<file path="src/sv/lspp_pkg.sv">
package lspp_pkg;

  localparam int unsigned PIX_W   = 16;
  localparam int unsigned DIF_W   = PIX_W + 1;
  localparam int unsigned NCH     = 3;
  localparam int unsigned SQR_W   = 2 * PIX_W;
  localparam int unsigned SQ_W    = 34;
  localparam int unsigned MAG_W   = 17;
  localparam int unsigned ISCL_W  = 24;
  localparam int unsigned SUM_W   = 19;
  localparam int unsigned PROD_W  = SUM_W + ISCL_W;
  localparam int unsigned DEN_W   = 17;
  localparam int unsigned DV_W    = DEN_W + MAG_W;
  localparam int unsigned P1_W    = 2 * PIX_W;
  localparam int unsigned NA_W    = P1_W + PIX_W;
  localparam int unsigned NUM_W   = NA_W + 1;
  localparam int unsigned Q_W     = 17;
  localparam int unsigned FRAC_SH = 32;

  localparam int unsigned PADDR_W = 5;
  localparam int unsigned PDATA_W = 32;

  localparam logic [ISCL_W-1:0] INV_SCALE_RST = 24'd98866;
  localparam logic [PIX_W-1:0]  GAIN_RST      = 16'd6128;
  localparam logic [PIX_W-1:0]  EXP_DELTA_RST = 16'd65535;
  localparam logic [PIX_W-1:0]  ERF_FULL      = 16'd65535;

  typedef enum logic [2:0] {
    REG_SINGLE    = 3'd0,
    REG_DELTA     = 3'd1,
    REG_INV_SCALE = 3'd2,
    REG_GAIN      = 3'd3,
    REG_EXP_DELTA = 3'd4,
    REG_ERF_DELTA = 3'd5
  } reg_idx_e;

  typedef struct packed {
    logic              single;
    logic [PIX_W-1:0]  delta_offset;
    logic [ISCL_W-1:0] inv_scale;
    logic [PIX_W-1:0]  gain;
    logic [PIX_W-1:0]  exp_delta;
    logic [PIX_W-1:0]  erf_delta;
  } cfg_t;

  typedef struct packed {
    logic [PIX_W-1:0] src;
    logic             neg;
    logic             skip;
  } lane_side_t;

endpackage

</file>
<file path="src/sv/lspp_div.sv">
module lspp_div #(
  parameter int unsigned PW = 1
) (
  input  logic                        clk_i,
  input  logic                        rst_ni,
  input  logic                        en_i,
  input  logic                        valid_i,
  input  logic [lspp_pkg::NUM_W-1:0]  num_i,
  input  logic [lspp_pkg::DV_W-1:0]   den_i,
  input  logic [PW-1:0]               side_i,
  output logic                        valid_o,
  output logic [lspp_pkg::Q_W-1:0]    quo_o,
  output logic                        ovf_o,
  output logic [PW-1:0]               side_o
);
  import lspp_pkg::*;

  localparam int unsigned CW = DV_W + Q_W;

  logic             v0_q;
  logic [NUM_W-1:0] rem0_q;
  logic [DV_W-1:0]  den0_q;
  logic             ovf0_q;
  logic [PW-1:0]    side0_q;

  logic             v_q    [Q_W];
  logic [NUM_W-1:0] rem_q  [Q_W];
  logic [DV_W-1:0]  den_q  [Q_W];
  logic [Q_W-1:0]   quo_q  [Q_W];
  logic             ovf_q  [Q_W];
  logic [PW-1:0]    side_q [Q_W];

  // quotient too large for the bit stages: caller saturates
  always_ff @(posedge clk_i or negedge rst_ni) begin
    if (!rst_ni) begin
      v0_q <= 1'b0;
    end else if (en_i) begin
      v0_q <= valid_i;
    end
  end

  always_ff @(posedge clk_i) begin
    if (en_i) begin
      rem0_q  <= num_i;
      den0_q  <= den_i;
      ovf0_q  <= CW'(num_i) >= (CW'(den_i) << Q_W);
      side0_q <= side_i;
    end
  end

  for (genvar k = 0; k < Q_W; k++) begin : g_stg
    localparam int unsigned B = Q_W - 1 - k;
    logic             cv;
    logic [NUM_W-1:0] crem;
    logic [DV_W-1:0]  cden;
    logic [Q_W-1:0]   cquo;
    logic             covf;
    logic [PW-1:0]    cside;
    logic [CW-1:0]    sub;
    logic             ge;

    if (k == 0) begin : g_first
      assign cv    = v0_q;
      assign crem  = rem0_q;
      assign cden  = den0_q;
      assign cquo  = '0;
      assign covf  = ovf0_q;
      assign cside = side0_q;
    end else begin : g_next
      assign cv    = v_q[k-1];
      assign crem  = rem_q[k-1];
      assign cden  = den_q[k-1];
      assign cquo  = quo_q[k-1];
      assign covf  = ovf_q[k-1];
      assign cside = side_q[k-1];
    end

    assign sub = CW'(cden) << B;
    assign ge  = CW'(crem) >= sub;

    always_ff @(posedge clk_i or negedge rst_ni) begin
      if (!rst_ni) begin
        v_q[k] <= 1'b0;
      end else if (en_i) begin
        v_q[k] <= cv;
      end
    end

    always_ff @(posedge clk_i) begin
      if (en_i) begin
        rem_q[k]  <= ge ? NUM_W'(CW'(crem) - sub) : crem;
        den_q[k]  <= cden;
        quo_q[k]  <= ge ? (cquo | (Q_W'(1) << B)) : cquo;
        ovf_q[k]  <= covf;
        side_q[k] <= cside;
      end
    end
  end

  assign valid_o = v_q[Q_W-1];
  assign quo_o   = quo_q[Q_W-1];
  assign ovf_o   = ovf_q[Q_W-1];
  assign side_o  = side_q[Q_W-1];

endmodule

</file>
<file path="config.mk">
export PLATFORM = sky130hd
export DESIGN_NAME = lspp_div
export DESIGN_NICKNAME = d
export VERILOG_FILES = /design/src/sv/lspp_pkg.sv /design/src/sv/lspp_div.sv
export SDC_FILE = /design/constraint.sdc
export NUM_CORES = 2
export LEC_CHECK = 0
export BUFFER_PORTS_ARGS = -buffer_cell sky130_fd_sc_hd__buf_4
export CORE_AREA = 10 10 557 559
export DETAILED_ROUTE_END_ITERATION = 7
export DIE_AREA = 0 0 567 569
export GPL_TIMING_DRIVEN = 0
export PLACE_DENSITY = 0.46
export SLEW_MARGIN = 20
export SYNTH_ARGS = -nofsm -noshare
export SYNTH_HDL_FRONTEND = slang
export SYNTH_SLANG_ARGS = --single-unit
</file>
<file path="constraint.sdc">
create_clock -name clk_i -period 5.4 [get_ports clk_i]
set_clock_uncertainty 0.2 [all_clocks]
set_input_delay 0.54 -clock clk_i [delete_from_list [all_inputs] [get_ports clk_i]]
set_output_delay 0.54 -clock clk_i [all_outputs]
set_load 0.005 [all_outputs]
</file>
==> impl_results.md <==
* Largest delay share family, worst path: simple AND/OR/NAND/NOR gates
* Area share of the largest cell type after synthesis at a little over half
* Cells after Synth at 8002
* Register bit count reported by yosys at 1618
* Worst r2r path cells at 11
* Vias after detailed routing at 61900
* Initial core utilization at 29.9%
* Clk buf depth at 4
* Yosys warnings at 0
* Initial antenna violation count at 5
* Slew Limit Headroom at 27.0%
* Routability cong. at 0.951
* Core area at between 0.2 and 0.3 sq mm
* Crit-path slowest cell: o21ai_1
* Final period util at 96.9%
* Num CTS Buffers at slightly below 200
* Drt wl/cell at 19.6 microns
* Synthesized area per cell at 11.2 sq um
* Crit Path Class: reg2reg
* Count of final hold-check violations at 0
* Drt pass-1 iters at 6
* Critical path's largest stage delay at 0.88 ns
* Row cnt at roughly 200
* Clock sink total at 1618
* Reg2Reg Setup Slack at between 0.15 and 0.2 ns
* Final Max Slew Viols at 0
* Met2 usage at between 20% and 30%
* Async S/R FF share, synth at 1.11%
* Avg Vias per Cell at between 4 and 5
* Achievable frequency at approximately 0.19 GHz
* Die X at 567 microns
* Post-CTS Setup Bufs at 0
* CTS Root Cell: clkbuf_16
* Synthesized cell area at 0.0894 sq mm
* All-Layer GR Usage at 14.7%
* Hold EP: g_stg[0].cside
* MaxCap Viol Count at 0
* Post-synth EDFFs at 1600
* Sequential share of the synthesized area at a little over half
* Ports at 108
* Nets at between 9000 and 10000
* Final setup fails at 0
* CTS clock-pin slew for the worst setup and hold paths at approximately 0.06 ns
* Area growth from synthesis to layout at 15.1%
* Remaining Overflow, GRT at 0
* Commonest cells in the netlist: 1600 x edfxtp_1, 765 x inv_1, 689 x a21oi_1, 609 x ha_1, 604 x nand2_1
* Buf+Inv Stages, Crit Path at 2
* Most used cell, CP: nor4_1
* Unrepaired setup endpoints after global routing: no
* Worst Hold Slack at 0.193 ns
* Fin crit period at 5.23 ns
* Final ANT Viol Nets at 0
* Worst Setup Start Kind: flop
* Synth Flop Type: edfxtp_1
* Cell chain of the critical path: inv_1, ha_1, nand3_1, or4_1, nor4_1, nand4_1, nor4_1, or3_1, a211oi_2, clkbuf_1, o21ai_1
* CP Data Arrival Time at 5.56 ns
* CP endpoint kind: flop
* 1st-iter DRT viols at 4272
* Die ar. at 0.323 sq mm
* Detailed Route WL at 246 mm
* Net count after synthesis at 8715
* Worst slew pin tran at 1.09 ns
* Global-route wire length before repair at 375 mm
* Clk_lat worst skew at 0.89 ns
* Final setup margin at 0.166 ns
* Most Used Layer, Global Route: met2
* Worst Path Required at 5.73 ns
* Met3 global-route usage at 1.84%
* Largest net degree at the start of global routing at 161
* PortBufs at 107
* Maximum VDD drop at around 260 uV
* PD cells at 533 mW/mm^2
* Largest cells by area after synthesis: edfxtp_1 54%, ha_1 8.5%, a21oi_1 3.9%, inv_1 3.2%, xnor2_1 3.1%
* H-tree Lvls at 4
* Clock tree from TritonCTS: built
* Post-synth top area cell: edfxtp_1
* Hpwl dp at 192 mm
* Status: finished, final reports clean
* HP Start: side_i
* DIE HEIGHT at 569 microns
* Drt drc at 0
* Library cells used by synthesis at 97
* RR Endpoint: rem_q[0][334]
* Worst-path fanout max at 10
* Worst hold path class: in2reg
* Pwr Total at 54.9 mW
* Leakage at between 40 and 50 nW
* Vias in the first global route at ~63000
* Worst Hold Depth at 2
* Pre-CTS WS at -0.0496 ns
* Reg2Reg Launch Point: den_q[0][184]
* GR Util met1 at about 18%
* Share of cells above drive strength 1 at about 8%
* Most frequent cell after synthesis: edfxtp_1
## routing by layer
layer | vias to the layer above | wire length, microns
li1 | 30300 | -
met3 | 426 | 9880
met4 | 0 | 11900
met5 | - | 0
met2 | 1432 | 123000
met1 | 29800 | 102000
## report_power, final
group	switching (mW)	leakage, nW	total (mW)	internal (mW)
Combinational	12.8	21.3	21.6	8.74
Sequential	2.15	15.7	20.0	17.9
Clock	5.42	3.16	13.3	7.88
## sequential cells by signal, indices dropped and copies added (netlist names), 17 cells and up
name        flops
quo_q         153
side_q         17
g_stg.cv       17
den0_q         34
ovf_q          17
g_stg.crem     49
rem_q         784
den_q         544
## kinds of logic after synthesis
| group | Yosys count | share of synthesized area (%) |
|---|---|---|
| flops | 1618 | 54.2 |
| buf+inv | 993 | 4.22 |
| simple gates | 1933 | 10.4 |
| compound gates | 2112 | 14.8 |
| mux | 148 | 1.85 |
| fa+ha+maj | 625 | 8.88 |
| xor+xnor | 573 | 5.61 |
## stage by stage
step	util (%)	area [sq um]	setup TNS, ns	cells
after floorplan	-	89400	0	8002
after global placement	31.9	95200	-	12100
after detailed placement	32.0	95600	-0.0496	12100
after CTS	34.4	103000	0	12500
after global routing	34.5	103000	0	12500
final	34.5	103000	0	12500
## how the worst max path moves through the flow
stage | startpoint | endpoint | slack [ns] | cells past startpoint
floorplan | rem_q[0][687] | rem_q[0][737] | 1.64 | 15
global placement | en_i | quo_q[16][4] | -11.33 | 1
detailed placement | rem_q[0][495] | quo_q[11][5] | -0.05 | 14
CTS | den_q[0][185] | rem_q[0][337] | 0.06 | 11
global route | den_q[0][184] | rem_q[0][338] | 0.02 | 12
finish | den_q[0][184] | rem_q[0][334] | 0.17 | 11
## cells in the final DEF (no fill, tap or decap), types with 42 or more instances in the layout
master and instances:
a31oi_1 68, nor2b_1 77, clkbuf_1 193, o21ai_0 491, nand2_1 604, o31ai_1 44
xor2_1 256, clkbuf_16 199, mux2_2 137, nor4_1 80, nand2b_1 89, dlygate4sd3_1 88
a211oi_1 66, nand3_1 128, nand4_1 133, a21oi_1 688, ha_1 609, a21o_1 292
and3_1 59, buf_4 106, o21a_1 66, nor2_1 466, o21bai_1 81, inv_1 765
o211ai_1 42, xnor2_1 317, edfxtp_1 1600, nor3_1 112
## layout make-up
class	count	area, sq um
clock buffers	230	5110
inverters	766	2880
multi-input cells	5391	37200
well taps	3958	4950
flip-flops and latches	1618	48500
fillers	29700	196000
clock inverters	132	1360
repair buffers	207	2030
plain buffers	226	896
diodes	2	5.00
## repair_timing
| item | in CTS | in global routing |
|---|---|---|
| endpoints found under the setup margin | 1 | 13 |
| hold buffers | 88 | 0 |
| endpoints found under the hold margin | 199 | 0 |
| gates resized for setup | 0 | 3 |
No activity file was read; power rests on OpenSTA's default activity.
