<file path="src/sv/lspp_pkg.sv">
package lspp_pkg;

  localparam int unsigned PIX_W   = 16;
  localparam int unsigned DIF_W   = PIX_W + 1;
  localparam int unsigned NCH     = 3;
  localparam int unsigned SQR_W   = 2 * PIX_W;
  localparam int unsigned SQ_W    = 34;
  localparam int unsigned MAG_W   = 17;
  localparam int unsigned ISCL_W  = 24;
  localparam int unsigned SUM_W   = 19;
  localparam int unsigned PROD_W  = SUM_W + ISCL_W;
  localparam int unsigned DEN_W   = 17;
  localparam int unsigned DV_W    = DEN_W + MAG_W;
  localparam int unsigned P1_W    = 2 * PIX_W;
  localparam int unsigned NA_W    = P1_W + PIX_W;
  localparam int unsigned NUM_W   = NA_W + 1;
  localparam int unsigned Q_W     = 17;
  localparam int unsigned FRAC_SH = 32;

  localparam int unsigned PADDR_W = 5;
  localparam int unsigned PDATA_W = 32;

  localparam logic [ISCL_W-1:0] INV_SCALE_RST = 24'd98866;
  localparam logic [PIX_W-1:0]  GAIN_RST      = 16'd6128;
  localparam logic [PIX_W-1:0]  EXP_DELTA_RST = 16'd65535;
  localparam logic [PIX_W-1:0]  ERF_FULL      = 16'd65535;

  typedef enum logic [2:0] {
    REG_SINGLE    = 3'd0,
    REG_DELTA     = 3'd1,
    REG_INV_SCALE = 3'd2,
    REG_GAIN      = 3'd3,
    REG_EXP_DELTA = 3'd4,
    REG_ERF_DELTA = 3'd5
  } reg_idx_e;

  typedef struct packed {
    logic              single;
    logic [PIX_W-1:0]  delta_offset;
    logic [ISCL_W-1:0] inv_scale;
    logic [PIX_W-1:0]  gain;
    logic [PIX_W-1:0]  exp_delta;
    logic [PIX_W-1:0]  erf_delta;
  } cfg_t;

  typedef struct packed {
    logic [PIX_W-1:0] src;
    logic             neg;
    logic             skip;
  } lane_side_t;

endpackage

</file>
<file path="src/sv/lspp_regs.sv">
module lspp_regs (
  input  logic                           clk_i,
  input  logic                           rst_ni,
  input  logic                           psel,
  input  logic                           penable,
  input  logic                           pwrite,
  input  logic [lspp_pkg::PADDR_W-1:0]   paddr,
  input  logic [lspp_pkg::PDATA_W-1:0]   pwdata,
  output logic [lspp_pkg::PDATA_W-1:0]   prdata,
  output logic                           pready,
  output lspp_pkg::cfg_t                 cfg_o
);
  import lspp_pkg::*;

  cfg_t     cfg_q;
  reg_idx_e idx;
  logic     wr;

  assign idx    = reg_idx_e'(paddr[PADDR_W-1:2]);
  assign wr     = psel & penable & pwrite;
  assign pready = 1'b1;
  assign cfg_o  = cfg_q;

  always_ff @(posedge clk_i or negedge rst_ni) begin
    if (!rst_ni) begin
      cfg_q.single       <= 1'b0;
      cfg_q.delta_offset <= '0;
      cfg_q.inv_scale    <= INV_SCALE_RST;
      cfg_q.gain         <= GAIN_RST;
      cfg_q.exp_delta    <= EXP_DELTA_RST;
      cfg_q.erf_delta    <= '0;
    end else if (wr) begin
      case (idx)
        REG_SINGLE:    cfg_q.single       <= pwdata[0];
        REG_DELTA:     cfg_q.delta_offset <= pwdata[PIX_W-1:0];
        REG_INV_SCALE: cfg_q.inv_scale    <= pwdata[ISCL_W-1:0];
        REG_GAIN:      cfg_q.gain         <= pwdata[PIX_W-1:0];
        REG_EXP_DELTA: cfg_q.exp_delta    <= pwdata[PIX_W-1:0];
        REG_ERF_DELTA: cfg_q.erf_delta    <= pwdata[PIX_W-1:0];
        default: ;
      endcase
    end
  end

  always_comb begin
    case (idx)
      REG_SINGLE:    prdata = PDATA_W'(cfg_q.single);
      REG_DELTA:     prdata = PDATA_W'(cfg_q.delta_offset);
      REG_INV_SCALE: prdata = PDATA_W'(cfg_q.inv_scale);
      REG_GAIN:      prdata = PDATA_W'(cfg_q.gain);
      REG_EXP_DELTA: prdata = PDATA_W'(cfg_q.exp_delta);
      REG_ERF_DELTA: prdata = PDATA_W'(cfg_q.erf_delta);
      default:       prdata = '0;
    endcase
  end

endmodule

</file>
<file path="config.mk">
export PLATFORM = sky130hd
export DESIGN_NAME = lspp_regs
export DESIGN_NICKNAME = d
export VERILOG_FILES = /design/src/sv/lspp_pkg.sv /design/src/sv/lspp_regs.sv
export SDC_FILE = /design/constraint.sdc
export NUM_CORES = 1
export LEC_CHECK = 0
export BUFFER_PORTS_ARGS = -buffer_cell sky130_fd_sc_hd__buf_2
export CORE_MARGIN = 2
export CORE_UTILIZATION = 49
export CTS_CLUSTER_SIZE = 8
export DETAILED_ROUTE_END_ITERATION = 12
export PLACE_DENSITY = 0.86
export SYNTH_ARGS = -nofsm -noshare
export SYNTH_HDL_FRONTEND = slang
export SYNTH_SLANG_ARGS = --single-unit
</file>
<file path="constraint.sdc">
create_clock -name clk_i -period 1.1 [get_ports clk_i]
set_input_delay 0.11 -clock clk_i [delete_from_list [all_inputs] [get_ports clk_i]]
set_output_delay 0.11 -clock clk_i [all_outputs]
set_load 0.01 [all_outputs]
</file>
==> results of run 1 <==
synthesized netlist by cell type, types with 2 or more instances:
| cell type | instances | share of area |
|---|---|---|
| mux2_1 | 2 | 0.0053 |
| conb_1 | 2 | 0.0018 |
| a31o_2 | 15 | 0.031 |
| buf_4 | 11 | 0.020 |
| dfstp_2 | 30 | 0.19 |
| mux2_2 | 87 | 0.23 |
| buf_6 | 7 | 0.019 |
| mux2i_1 | 33 | 0.078 |
| nand2b_1 | 2 | 0.0030 |
| and2_1 | 8 | 0.012 |
| clkbuf_1 | 2 | 0.0018 |
| nor2_4 | 5 | 0.013 |
| o22ai_1 | 15 | 0.022 |
| nor2_1 | 3 | 0.0027 |
| buf_2 | 6 | 0.0071 |
| dfrtp_1 | 59 | 0.35 |
final cells by class:
| class | count | area, sq um |
|---|---|---|
| clock inverters | 4 | 76.3 |
| multi-input cells | 184 | 1970 |
| diodes | 2 | 5.00 |
| well taps | 105 | 131 |
| fillers | 367 | 1210 |
| repair buffers | 262 | 2500 |
| flip-flops and latches | 89 | 2260 |
| clock buffers | 12 | 145 |
cells by family (layout without fill, tap and decap cells):
| logic type | after synthesis | in the layout |
|---|---|---|
| mux | 122 | 122 |
| other cells | 2 | 11 |
| buf+inv | 26 | 278 |
| simple gates | 21 | 21 |
| compound gates | 32 | 32 |
| flops | 89 | 89 |
layer usage:
metal	up-vias	GRT usage	wire, um
met5	-	0	0
met4	0	0.130	469
met3	42	0.0708	943
met2	197	0.493	7420
met1	1847	0.353	5860
li1	1559	-	-
critical path: stages, from the launching register on:
cell     delay, ns
dfrtp_1       0.43
mux2i_2       0.22
o22ai_1       0.12
a31o_2        0.25
buf_6         0.13
worst max path at each step:
stage	startpoint	endpoint	slack [ns]	cells after the start
2_1_floorplan	paddr[2]	cfg_o[61]	-0.1	5
3_3_place_gp	paddr[2]	cfg_o[51]	-0.20	5
3_5_place_dp	paddr[2]	prdata[6]	-0.26	6
4_1_cts	cfg_o[38]	prdata[6]	-0.44	4
5_1_grt	cfg_o[47]	prdata[15]	-0.55	4
6_report	cfg_o[47]	prdata[15]	-0.53	4
power by group:
part           switching (mW)  internal [mW]
sequential              0.560           4.07
clock                    1.27           1.35
combinational            1.83           3.06
metrics by stage:
step | total power [mW] | cells | hold WS, ns | setup TNS, ns | setup slack (ns)
after floorplan | 6.11 | 299 | -0.186 | -3.35 | -0.0981
after global placement | 7.67 | 590 | 0.0977 | -16.66 | -0.198
after detailed placement | 7.83 | 590 | 0.105 | -21.57 | -0.258
after CTS | 11.6 | 634 | 0.0311 | -9.91 | -0.443
after global routing | 12.6 | 657 | 0.0424 | -14.10 | -0.547
final | 12.1 | 658 | 0.0405 | -11.86 | -0.527
cell usage in the layout (no fill, tap or decap):
master / netlist / routed
mux2_2: 87 / 49
nand4_4: 1 / 1
or2_4: 0 / 1
nand2b_4: 0 / 2
nor2_4: 5 / 6
dfstp_2: 30 / 30
clkinv_4: 0 / 1
nor2_2: 0 / 1
nor2_1: 3 / 1
mux2i_2: 0 / 2
dfrtp_1: 59 / 59
buf_12: 0 / 12
buf_4: 11 / 35
clkbuf_8: 0 / 10
nand4b_4: 1 / 1
mux2_4: 0 / 38
o22ai_1: 15 / 15
a31o_2: 15 / 15
dlygate4sd3_1: 0 / 9
mux2i_1: 33 / 31
buf_2: 6 / 66
bufinv_16: 0 / 2
mux2_1: 2 / 2
o22a_1: 1 / 1
clkinvlp_4: 0 / 1
diode_2: 0 / 2
o21ai_1: 0 / 1
clkbuf_1: 2 / 2
buf_6: 7 / 140
and2_1: 8 / 6
and2_4: 0 / 2
conb_1: 2 / 9
repair_timing:
| action | CTS | global route |
|---|---|---|
| endpoints found under the setup margin | 74 | 83 |
| resized for setup | 126 | 40 |
| gates cloned | 0 | 0 |
| buffers inserted | 27 | 39 |
| pin swaps | 12 | 9 |
| hold buffers | 9 | 0 |
| endpoints found under the hold margin | 77 | 0 |
==> out/results.ini, run 1 <==
[status]
outcome=finished, violations left
violations=setup timing

[grt]
grt_first_pass_wirelength_mm=21.4
gr-total-overflow=0
antenna_found_initial=1
grt_use_total=0.291
grt_max_degree=53
grt_pass1_vias=3936

[synth]
synthXorXnorAreaFrac=0
synth_area_sq_mm=0.00422
synth-edff-count=0
synth_ff_type=dfrtp_1
synth.area.mux_share=0.315
synth_compound_area_frac=0.0566
yosysSeqAreaShare=0.536
synthAdderAreaFrac=0
syn_inst=292
avgSynthCellArea_sq_um=14.5
yosys.area_share.simple=0.0430
yosysWarnings=0
ys_ff_latch=89
synth_top_family_by_area=multiplexers
ys_types=21
ys_async_sr_fraction=1.00

[place]
routabilityCongestion=0.808
numPortBuffers=144
place_hpwl_mm=8.24
place_area_sq_mm=0.00573

[cells_and_area]
largest_register_ffs=89
areaGrowthSynthToFinish_pct=67.9
drive_gt1_frac=0.753
final_area_sq_mm=0.00709
post-route-util=0.855
nets=588

[floorplan]
fp.dieW_um=96.8
die_h_um=96.8
ioPinCount=164
start_util=0.509
core_sq_mm=0.00830
die_area_sq_mm=0.00938
num_rows=33

[detailed_routing]
drt-initial-drc-count=157
vias_per_cell=5.54
wl_mm=14.7
avgRoutedWirePerCell_um=22.3
vias=3645
drt_drc_violations_left=0
dr.pass1.iters=4
ant_nets=0

[clock_tree]
cts_buffers=9
cts_buffer_depth=2
clk_pin_slew_ns=0.10
root_buffer=clkbuf_8
cts_max_level=3
tritoncts=yes
worstSkewPairLatency_ns=0.36
numClockSinks=89

[timing]
worst_slack_ns=-0.527
setup_viol=80
fin_crit_ns=1.63
finalCritPeriodShare=1.48
max_freq_ghz=0.615
slew_viol_final=0
hold_violations=0
worst_clock_skew_ns=0
rsz0062_at_grt=yes

[setup_path]
cp-end-kind=output port
reg2reg_slack_ns=0.08
cp_data_arrival_time_ns=1.52
worstPathRequired_ns=0.99
timing.rr.start=cfg_o[1]
worstSetupStartpointType=flop
cp_max_fo=2
reg2reg_to=cfg_o[1]
r2r.worst_path.cells=3
path_class=flop to output port

[min_path]
hp-class=primary input to flop
min_to=cfg_o[85]
holdCritStartpoint=pwdata[13]
min_delay_path_depth=2

[pwr]
peakVddDrop_mv=0.949
leakage_nw=3.47
power_density_mw_per_mm2=1710

[run]
maxCapViolations=0

(Power assumes the default switching activity.)
==> inputs of run 2 (changes only) <==
RECOVER_POWER = 50   (was unset)
==> run 2 against run 1 <==
- the run still ends with setup timing left
- clock skew did not move
- final cell count is 0.15% lower
- critical path depth did not move
- fmax is 0.39% higher
==> out/results.ini, run 2 (same netlist as run 1, synthesis figures left out) <==
[grt]
grt_first_pass_wirelength_mm=21.4  ; unchanged
grt_max_degree=53  ; unchanged
grt_use_total=0.291  ; unchanged
grt_pass1_vias=3936  ; unchanged
antenna_found_initial=1  ; unchanged
gr-total-overflow=0  ; unchanged

[clock_tree]
cts_max_level=3  ; unchanged
root_buffer=clkbuf_8
worstSkewPairLatency_ns=0.36  ; about the same
tritoncts=yes
numClockSinks=89  ; unchanged
cts_buffers=9  ; unchanged
cts_buffer_depth=2  ; unchanged
clk_pin_slew_ns=0.10  ; about the same

[cells_and_area]
areaGrowthSynthToFinish_pct=66.0
layout_commonest_cell=buf_6
post-route-util=0.845  ; -0.00965
layout_common_cells=buf_6, buf_2, dfrtp_1
nets=588  ; unchanged
drive_gt1_frac=0.744  ; -0.00907
largest_register_ffs=89  ; unchanged

[timing]
worst_clock_skew_ns=0  ; unchanged
hold_violations=0  ; unchanged
finalCritPeriodShare=1.47  ; -0.00571
fin_crit_ns=1.62  ; -0.00628 ns
worst_slack_ns=-0.520  ; +0.00628 ns
worst_slew_pin_slew_ns=0.720
slew_viol_final=0  ; unchanged
max_freq_ghz=0.617  ; +0.39%
slew_headroom=0.520
rsz0062_at_grt=yes
setup_viol=124  ; +55%

[detailed_routing]
wl_mm=14.7  ; about the same
vias_per_cell=5.63  ; +1.6%
vias=3699  ; +1.5%
ant_nets=0  ; unchanged
dr.pass1.iters=4  ; unchanged
avgRoutedWirePerCell_um=22.3  ; about the same
drt-initial-drc-count=123  ; -22%
drt_drc_violations_left=0  ; unchanged

[floorplan]
core_sq_mm=0.00830  ; unchanged
die_area_sq_mm=0.00938  ; unchanged
num_rows=33  ; unchanged
ioPinCount=164  ; unchanged
die_h_um=96.8  ; unchanged
start_util=0.509  ; unchanged
fp.dieW_um=96.8  ; unchanged

[status]
violations=setup timing
outcome=finished, violations left

[pwr]
peakVddDrop_mv=0.952  ; +0.33%
finalPower_mw=12.1  ; -0.34%
leakage_nw=3.44  ; -0.96%
power_density_mw_per_mm2=1730  ; +0.80%

[setup_path]
cp-end-kind=output port
path_class=flop to output port
worstSetupStartpointType=flop
worstPathCellList=mux2i_2 > o22ai_1 > a31o_2 > buf_6
slowest_delay_ns=0.43  ; about the same
worstPathRequired_ns=0.99  ; about the same
cp_max_fo=2  ; unchanged
cp_data_arrival_time_ns=1.51  ; about the same
cp_slowest_cell=dfrtp_1

[min_path]
hp-class=primary input to flop

[place]
routabilityCongestion=0.808  ; unchanged
numPortBuffers=144  ; unchanged
place_hpwl_mm=8.24  ; unchanged

[run]
maxCapViolations=0  ; unchanged

run 2: layout make-up:
| cell class | instances | area [sq um] |
|---|---|---|
| sequential | 89 | 2260 |
| timing repair buffer | 262 | 2440 |
| fill | 383 | 1290 |
| clock inverter | 4 | 76.3 |
| clock buffer | 12 | 145 |
| tap | 105 | 131 |
| antenna | 1 | 2.50 |
| multi-input combinational | 184 | 1950 |
run 2: through the flow:
| stage | hold WS [ns] | setup WS, ns | area [sq um] | setup TNS (ns) | cells |
|---|---|---|---|---|---|
| after floorplan | -0.186 | -0.0981 | 4430 | -3.35 | 299 |
| after global placement | 0.0977 | -0.198 | 5730 | -16.66 | 590 |
| after detailed placement | 0.105 | -0.258 | 5730 | -21.57 | 590 |
| after CTS | 0.0311 | -0.443 | 6830 | -9.91 | 634 |
| after global routing | 0.0424 | -0.547 | 7010 | -21.54 | 657 |
| final | 0.0401 | -0.520 | 7010 | -17.06 | 657 |
run 2: worst max-delay path, delay by kind of cell, from the launching register on:
family          cells  cell delay, ns
mux                 1            0.22
compound gates      2            0.37
buf+inv             1            0.13
flops               1            0.43
run 2: timing repair:
item | 4_1_cts | 5_1_grt
pin swaps | 12 | 9
hold buffers | 9 | 0
resized for setup | 126 | 40
endpoints found under the hold margin | 77 | 0
buffers inserted | 27 | 39
endpoints found under the setup margin | 74 | 83
run 2: worst paths after layout:
path	from	endpoint	slack [ns]	cells after the start
worst min-delay path	pwdata[4]	cfg_o[4]	0.04	2
worst min register to register	cfg_o[83]	cfg_o[83]	0.56	1
worst max register to register	cfg_o[58]	cfg_o[58]	0.08	3
max in group asynchronous	rst_ni	cfg_o[10]	0.10	3
worst max-delay path	cfg_o[47]	prdata[15]	-0.52	4
min in group asynchronous	rst_ni	cfg_o[15]	0.43	3
run 2: power by group:
part / leakage (nW) / internal (mW) / total [mW] / switching (mW)
clock: 0.107 / 1.35 / 2.61 / 1.26
sequential: 1.07 / 4.07 / 4.63 / 0.561
combinational: 2.26 / 3.03 / 4.86 / 1.82
run 2: per-layer routing:
metal  part of all wire  vias up  track usage
li1                   -     1560            -
met2               0.51      182        0.493
met1               0.40     1911        0.353
met3              0.062       46       0.0708
met5                  0        -            0
met4              0.036        0        0.130
