`config.mk`:
```
export PLATFORM = sky130hd
export DESIGN_NAME = lspp_sqrt
export DESIGN_NICKNAME = d
export VERILOG_FILES = /design/src/sv/lspp_pkg.sv /design/src/sv/lspp_sqrt.sv
export SDC_FILE = /design/constraint.sdc
export NUM_CORES = 1
export LEC_CHECK = 0
export ABC_AREA = 1
export BUFFER_PORTS_ARGS = -buffer_cell sky130_fd_sc_hd__buf_2
export CORE_MARGIN = 8
export CORE_UTILIZATION = 25
export CTS_BUF_LIST = sky130_fd_sc_hd__clkbuf_8
export CTS_CLUSTER_DIAMETER = 100
export DETAILED_ROUTE_END_ITERATION = 12
export PLACE_DENSITY = 0.37
export SYNTH_ARGS = -nofsm -noshare
export SYNTH_HDL_FRONTEND = slang
export SYNTH_SLANG_ARGS = --single-unit
```
`constraint.sdc`:
```
create_clock -name clk_i -period 4 [get_ports clk_i]
set_input_delay 0.2 -clock clk_i [delete_from_list [all_inputs] [get_ports clk_i]]
set_output_delay 0.2 -clock clk_i [all_outputs]
set_load 0.02 [all_outputs]
```
`src/sv/lspp_pkg.sv`:
```
package lspp_pkg;

  localparam int unsigned PIX_W   = 16;
  localparam int unsigned DIF_W   = PIX_W + 1;
  localparam int unsigned NCH     = 3;
  localparam int unsigned SQR_W   = 2 * PIX_W;
  localparam int unsigned SQ_W    = 34;
  localparam int unsigned MAG_W   = 17;
  localparam int unsigned ISCL_W  = 24;
  localparam int unsigned SUM_W   = 19;
  localparam int unsigned PROD_W  = SUM_W + ISCL_W;
  localparam int unsigned DEN_W   = 17;
  localparam int unsigned DV_W    = DEN_W + MAG_W;
  localparam int unsigned P1_W    = 2 * PIX_W;
  localparam int unsigned NA_W    = P1_W + PIX_W;
  localparam int unsigned NUM_W   = NA_W + 1;
  localparam int unsigned Q_W     = 17;
  localparam int unsigned FRAC_SH = 32;

  localparam int unsigned PADDR_W = 5;
  localparam int unsigned PDATA_W = 32;

  localparam logic [ISCL_W-1:0] INV_SCALE_RST = 24'd98866;
  localparam logic [PIX_W-1:0]  GAIN_RST      = 16'd6128;
  localparam logic [PIX_W-1:0]  EXP_DELTA_RST = 16'd65535;
  localparam logic [PIX_W-1:0]  ERF_FULL      = 16'd65535;

  typedef enum logic [2:0] {
    REG_SINGLE    = 3'd0,
    REG_DELTA     = 3'd1,
    REG_INV_SCALE = 3'd2,
    REG_GAIN      = 3'd3,
    REG_EXP_DELTA = 3'd4,
    REG_ERF_DELTA = 3'd5
  } reg_idx_e;

  typedef struct packed {
    logic              single;
    logic [PIX_W-1:0]  delta_offset;
    logic [ISCL_W-1:0] inv_scale;
    logic [PIX_W-1:0]  gain;
    logic [PIX_W-1:0]  exp_delta;
    logic [PIX_W-1:0]  erf_delta;
  } cfg_t;

  typedef struct packed {
    logic [PIX_W-1:0] src;
    logic             neg;
    logic             skip;
  } lane_side_t;

endpackage

```
`src/sv/lspp_sqrt.sv`:
```
module lspp_sqrt #(
  parameter int unsigned PW = 1
) (
  input  logic                         clk_i,
  input  logic                         rst_ni,
  input  logic                         en_i,
  input  logic                         valid_i,
  input  logic [lspp_pkg::SQ_W-1:0]    rad_i,
  input  logic [PW-1:0]                side_i,
  output logic                         valid_o,
  output logic [lspp_pkg::MAG_W-1:0]   root_o,
  output logic [PW-1:0]                side_o
);
  import lspp_pkg::*;

  localparam int unsigned TW = SQ_W + 1;

  logic             v_q    [MAG_W];
  logic [SQ_W-1:0]  rem_q  [MAG_W];
  logic [MAG_W-1:0] root_q [MAG_W];
  logic [PW-1:0]    side_q [MAG_W];

  // one root bit per stage, remainder kept as rad - root^2
  for (genvar k = 0; k < MAG_W; k++) begin : g_stg
    localparam int unsigned B = MAG_W - 1 - k;
    logic             cv;
    logic [SQ_W-1:0]  crem;
    logic [MAG_W-1:0] croot;
    logic [PW-1:0]    cside;
    logic [TW-1:0]    trial;
    logic             ge;

    if (k == 0) begin : g_first
      assign cv    = valid_i;
      assign crem  = rad_i;
      assign croot = '0;
      assign cside = side_i;
    end else begin : g_next
      assign cv    = v_q[k-1];
      assign crem  = rem_q[k-1];
      assign croot = root_q[k-1];
      assign cside = side_q[k-1];
    end

    assign trial = (TW'(croot) << (B + 1)) | (TW'(1) << (2 * B));
    assign ge    = TW'(crem) >= trial;

    always_ff @(posedge clk_i or negedge rst_ni) begin
      if (!rst_ni) begin
        v_q[k] <= 1'b0;
      end else if (en_i) begin
        v_q[k] <= cv;
      end
    end

    always_ff @(posedge clk_i) begin
      if (en_i) begin
        rem_q[k]  <= ge ? SQ_W'(TW'(crem) - trial) : crem;
        root_q[k] <= ge ? (croot | (MAG_W'(1) << B)) : croot;
        side_q[k] <= cside;
      end
    end
  end

  assign valid_o = v_q[MAG_W-1];
  assign root_o  = root_q[MAG_W-1];
  assign side_o  = side_q[MAG_W-1];

endmodule

```
==> impl_metrics.tcl, run 1 <==
set metrics [dict create \
    synth.largest_area_cell "edfxtp_1" \
    wl_per_cell_um 16.81 \
    grt_pass1_wl_mm 173.1 \
    finalWeightedCongestion 0.8675 \
    grt_usage_pct 13.14 \
    grt_setup_unrepaired "false" \
    antenna_left 0 \
    p_per_area_nw_per_um2 490.1 \
    dp_hpwl_mm 87.30 \
    final_cells 6699 \
    arrival_ps 3730 \
    vias_per_cell 4.286 \
    area_delta_synth_final_pct 15.79 \
    dpl_cell_area_um2 42130 \
    synthCells 4280 \
    critical_path.max_fanout 30 \
    cp.required_ps 4540 \
    tns_ps 0 \
    initial_core_util_pct 25.16 \
    cts_made_buffers 140 \
    grt_max_degree 98 \
    drv_cap 0 \
    power_w 0.02230 \
    fin_skew_ps 45.04 \
    die_h_um 412.5 \
    grt_pass1_vias 29188 \
    synth_seq_area_share_pct 55.64 \
    clk_pin_slew_ps 60 \
    status "finished clean" \
    drtIter0Drc 1890 \
    avgSynthCellArea_um2 9.183 \
    timing.final.hold_violations 0 \
    drv_slew 0 \
    globalRouteOverflowTotal 0 \
    hold_slack_ps 150.3 \
    synthTopCellsByArea "edfxtp_1 (55%), nand2_1 (12%), inv_1 (6.2%)" \
    nets 4739 \
    synth-async-reset-ratio_pct 2.326 \
    fp.dieArea_um2 170100 \
    hp-class "in2reg" \
    synth_nets 4485 \
    reg2reg_depth 11 \
    wirelength_mm 112.6 \
    cts_setup_buffers 0 \
    root_buffer "clkbuf_8" \
    dp.cells 6377 \
    ys.flop_type "edfxtp_1" \
    rows 145 \
    finalCriticalPeriod_ps 3187 \
    clockBufferDepth 3 \
    die_w_um 412.5 \
    ios 58 \
    synth_edf_count 714 \
    stdcell_area_um2 45510 \
    ys.warnings.count 0 \
    yosys_register_bits 731 \
    crit_type "reg2reg" \
    antenna_found_initial 2 \
    drc 0 \
    core_area_um2 156200 \
    relSlewSlack_pct 41.08 \
    vias 28713 \
    fin_crit_sh_pct 79.68 \
    io_buffer_count 57 \
    cts_max_level 4 \
    clock_latency_ps 830 \
    timing.fmax_ghz 0.3138 \
    ir_worst_vdd_v 0.0002931 \
    worstSetupStartpointType "flop" \
    yosysUniqueCellTypes 55 \
    worst_slew_pin_slew_ps 883.8 \
    drive_above_1_share_pct 8.366 \
    synth_area_um2 39300 \
    cp-end-kind "flop" \
    setup_viol 0 \
    drt_pass1_iterations 7 \
    leakage_nw 19.49 \
    hold_path_depth 4 \
    tritoncts "yes" \
    yosysTopAreaCellShare_pct 54.55 \
    cts.sinks 731 \
    fill_cells 16663 \
]
## cells in the mapped netlist, types with 5 or more instances
library cell and instances:
a21oi_1 171, a21oi_2 31, buf_2 8, buf_4 10
buf_6 14, dfrtp_1 17, edfxtp_1 714, ha_1 166
inv_1 646, inv_2 9, nand2_1 1279, nand2_2 14
nand3_1 242, nand3_2 5, nand3b_1 38, nand4_1 77
nor2_1 397, nor2_2 19, nor3_1 44, nor3b_1 5
nor4_1 36, o21a_1 8, o21ai_0 86, o21ai_1 15
o21ai_2 21, o21bai_1 13, or2_2 19, xnor2_1 47
xor2_1 78
## layout by cell type (no fill, tap or decap), types with 5 or more instances in the layout
cell type      synthesis  layout
inv_12                 0       5
clkinv_1               1      25
or2_2                 19      19
xor2_1                78      78
ha_1                 166     166
nand4_1               77      77
nand2_1             1279    1279
nand3_1              242     242
nor2_1               397     397
clkbuf_8               0     142
clkinv_2               0      16
xnor2_1               47      47
a21oi_1              171     171
a21oi_2               31      31
nand3b_1              38      38
bufinv_16              0       5
inv_1                646     691
dlygate4sd3_1          0      73
nor3b_1                5       5
buf_4                 10       9
o21ai_1               15      15
o21ai_0               86      86
dfrtp_1               17      17
nor2_2                19      19
nand3_2                5       5
buf_2                  8      56
inv_2                  9       9
nand2_2               14      14
buf_12                 0       9
nor4_1                36      36
nor3_1                44      44
o21ai_2               21      21
o21a_1                 8       8
edfxtp_1             714     714
o21bai_1              13      13
## worst max-delay path, stage by stage, from the launching register on
cell      delay [ps]
edfxtp_1         400
inv_1             60
ha_1             360
nand2_1          100
nor2_1           270
nand2_1          220
nor3_1           340
nor2_1            90
nand2_2          370
inv_2            420
nand2_1          180
o21ai_2           70
## sequential cells by signal, summed over array words and instances (netlist names)
name / flops
rem_q: 544
root_q: 153
side_q: 17
g_stg.cv: 16
valid_o: 1
## per-layer routing
layer	part of all wire, %	track usage (%)	wire length (um)
met1	48	17.66	53970
met2	46	21.65	52110
met3	3.6	2.406	4082
met5	0	0	0
met4	2.2	3.637	2467
## cells by family (layout without fill, tap and decap cells)
group | after synthesis | after routing | share of synthesized area (%)
compound gates | 364 | 364 | 5.447
buf+inv | 694 | 1052 | 7.029
fa+ha+maj | 166 | 166 | 5.285
mux | 1 | 1 | 0.02865
other cells | 0 | 3 | 0
flops | 731 | 731 | 55.64
simple gates | 2199 | 2199 | 23.79
xor+xnor | 125 | 125 | 2.786
## stage by stage
stage               util (%)  worst slack, ps
floorplan                  -             1958
global placement       26.97            919.9
detailed placement     26.97            830.4
CTS                    29.13            797.4
global route           29.13            547.4
finish                 29.13            812.9
## what timing repair did
action	4_1_cts	5_1_grt
endpoints found under the hold margin	114	0
gates resized for setup	0	0
hold buffers	73	0
## worst paths after layout
check | startpoint | end | slack, ps
hold / removal | valid_i | g_stg[1].cv$_DFFE_PN0P_ | 150
hold reg to reg | side_q[0][6]$_DFFE_PP_ | side_q[0][7]$_DFFE_PP_ | 420
setup reg to reg | root_q[12][16]$_DFFE_PP_ | rem_q[0][449]$_DFFE_PP_ | 810
setup / recovery | root_q[12][16]$_DFFE_PP_ | rem_q[0][449]$_DFFE_PP_ | 810
min in group asynchronous | rst_ni | g_stg[1].cv$_DFFE_PN0P_ | 540
max in group asynchronous | rst_ni | g_stg[8].cv$_DFFE_PN0P_ | 2940
## final cells by class
class	instances	area, um^2	share of cell area [%]
Clock inverter	104	681.9	1.498
Multi-Input combinational cell	2855	14670	32.24
Antenna cell	3	7.507	0.01650
Sequential cell	731	21870	48.05
Timing Repair Buffer	148	1274	2.799
Tap cell	2058	2575	5.659
Clock buffer	142	1954	4.295
Inverter	658	2475	5.439
## where the power goes
group	internal [W]	switching (W)
logic	0.00166	0.00321
clock network	0.00368	0.00342
registers	0.00959	0.000744
(Power assumes the default switching activity.)
==> run 2: changes to the inputs <==
PLACE_DENSITY = 0.38   (was 0.37)
clock period = 2.73 ns   (was 4 ns; I/O delays follow)
==> run 2 against run 1 <==
Power increased by 49%. Register-to-register slack got worse by 660 ps. Global-route usage about the same. Critical path type unchanged.
==> impl_metrics.tcl, run 2 (synthesized netlist as in run 1, its figures left out) <==
set metrics [dict create \
    setup_viol 0 \
    clock_latency_ps 830 \
    drtIter0Drc 2013 \
    core_area_um2 156200 \
    cts.sinks 731 \
    grt_max_degree 98 \
    final_cells 6774 \
    ios 58 \
    dpl_cell_area_um2 42710 \
    cp-endpoint "rem_q[0][483]$_DFFE_PP_" \
    power_w 0.03319 \
    root_buffer "clkbuf_8" \
    timing.fmax_ghz 0.3877 \
    grt_usage_pct 13.13 \
    clockBufferDepth 3 \
    wl_per_cell_um 16.59 \
    drv_slew 0 \
    relSlewSlack_pct 50.01 \
    globalRouteOverflowTotal 0 \
    dp.cells 6449 \
    critical_path.max_fanout 16 \
    leakage_nw 19.89 \
    antenna_found_initial 1 \
    wirelength_mm 112.4 \
    p_per_area_nw_per_um2 717.3 \
    grt_pass1_wl_mm 173.3 \
    arrival_ps 3140 \
    die_h_um 412.5 \
    cts_made_buffers 139 \
    reg_top3 "rem_q x544, root_q x153, side_q x17" \
    grt_setup_unrepaired "false" \
    vias_per_cell 4.301 \
    setup_ws_ps 150.4 \
    dp_hpwl_mm 87.48 \
    area_delta_synth_final_pct 17.74 \
    timing.final.hold_violations 0 \
    final_cell_mix "nand2_1 (1,278), edfxtp_1 (714), inv_1 (684), nor2_1 (395), nand3_1 (242)" \
    io_buffer_count 57 \
    stdcell_area_um2 46270 \
    drive_above_1_share_pct 9.932 \
    worst_slew_pin_slew_ps 747.4 \
    crit_type "reg2reg" \
    cp-end-kind "flop" \
    worstSetupStartpoint "rem_q[0][457]$_DFFE_PP_" \
    fp.dieArea_um2 170100 \
    ir_worst_vdd_v 0.0004423 \
    hold_slack_ps 373.1 \
    grt_pass1_vias 29534 \
    tritoncts "yes" \
    reg2reg_slack_ps 150 \
    finalWeightedCongestion 0.8798 \
    hp-class "in2reg" \
    antenna_left 0 \
    fin_crit_sh_pct 94.49 \
    die_w_um 412.5 \
    regMostFlops "rem_q" \
    cts_max_level 4 \
    cp.required_ps 3290 \
    drv_cap 0 \
    status "finished clean" \
    rr_endpoint "rem_q[0][483]$_DFFE_PP_" \
    final_common_cell "nand2_1" \
    cts_setup_buffers 0 \
    r2r_start "rem_q[0][457]$_DFFE_PP_" \
    largest_reg_flops 544 \
    post-place-ws_ps -60.61 \
    nets 4815 \
    drt_pass1_iterations 6 \
    vias 29134 \
    finalCriticalPeriod_ps 2580 \
    drc 0 \
    fin_skew_ps 44.96 \
    reg2reg_depth 13 \
    clk_pin_slew_ps 60 \
    initial_core_util_pct 25.16 \
    rows 145 \
    worstSetupStartpointType "flop" \
]
-- run 2: changes by cell type in the layout (fill, tap and decap cells not counted), moves of 3 or more --
cell | previous run | this run
inv_1 | 691 | 684
dlygate4sd3_1 | 73 | 78
inv_16 | 0 | 3
buf_4 | 9 | 78
bufinv_16 | 5 | 8
clkinv_8 | 4 | 0
inv_12 | 5 | 8
buf_12 | 9 | 12
-- run 2: per-stage QoR --
step           setup TNS, ps  utilization [%]
2_1_floorplan              0                -
3_3_place_gp          -134.4            27.34
3_5_place_dp          -194.9            27.34
4_1_cts                    0            29.60
5_1_grt                    0            29.62
6_report                   0            29.62
-- run 2: layout make-up --
| type | count | area (um^2) |
|---|---|---|
| clock inverter | 101 | 778.2 |
| sequential | 731 | 21870 |
| tap | 2058 | 2575 |
| clock buffer | 142 | 1954 |
| inverter | 658 | 2480 |
| antenna | 4 | 10.01 |
| multi-input combinational | 2855 | 14710 |
| timing repair buffer | 225 | 1902 |
| fill | 16567 | 109900 |
-- run 2: critical path: stages (launching register included) --
cell and delay [ps]:
edfxtp_1 410, ha_1 380, nand2_1 190, nor2_1 190, nand2_1 80, nor2_1 240, nand3_1 110, nand2_1 70
inv_1 80, nand2_8 160, inv_4 50, buf_4 190, nand2_1 70, nand2_1 70
-- run 2: what timing repair did --
action / CTS / global route
hold buffers: 78 / 0
hold endpoints to repair: 522 / 0
setup endpoints to repair: 13 / 50
gates resized for setup: 2 / 10
-- run 2: where the power goes --
| part | switching (W) | internal (W) |
|---|---|---|
| sequential | 0.00105 | 0.0140 |
| clock | 0.00507 | 0.00573 |
| combinational | 0.00474 | 0.00256 |
| total | 0.0109 | 0.0223 |
-- run 2: worst min path at each step --
| stage | startpoint | end | slack, ps | cells past startpoint |
|---|---|---|---|---|
| 6_report | en_i | rem_q[0][264]$_DFFE_PP_ | 370 | 2 |
| 5_1_grt | en_i | rem_q[0][264]$_DFFE_PP_ | 310 | 2 |
| 3_3_place_gp | rst_ni | valid_o$_DFFE_PN0P_ | 90 | 1 |
| 4_1_cts | en_i | rem_q[0][264]$_DFFE_PP_ | 280 | 2 |
| 3_5_place_dp | rst_ni | g_stg[1].cv$_DFFE_PN0P_ | 80 | 1 |
| 2_1_floorplan | rst_ni | g_stg[10].cv$_DFFE_PN0P_ | -160 | 0 |
-- run 2: layer usage --
layer  vias up  global-route usage, %  routed length [um]
met4         0                  3.733                2505
met3       166                  2.497                5183
met2       561                  21.72               52060
met1     13536                  17.49               52620
met5         -                      0                   0
li1      14871                      -                   -
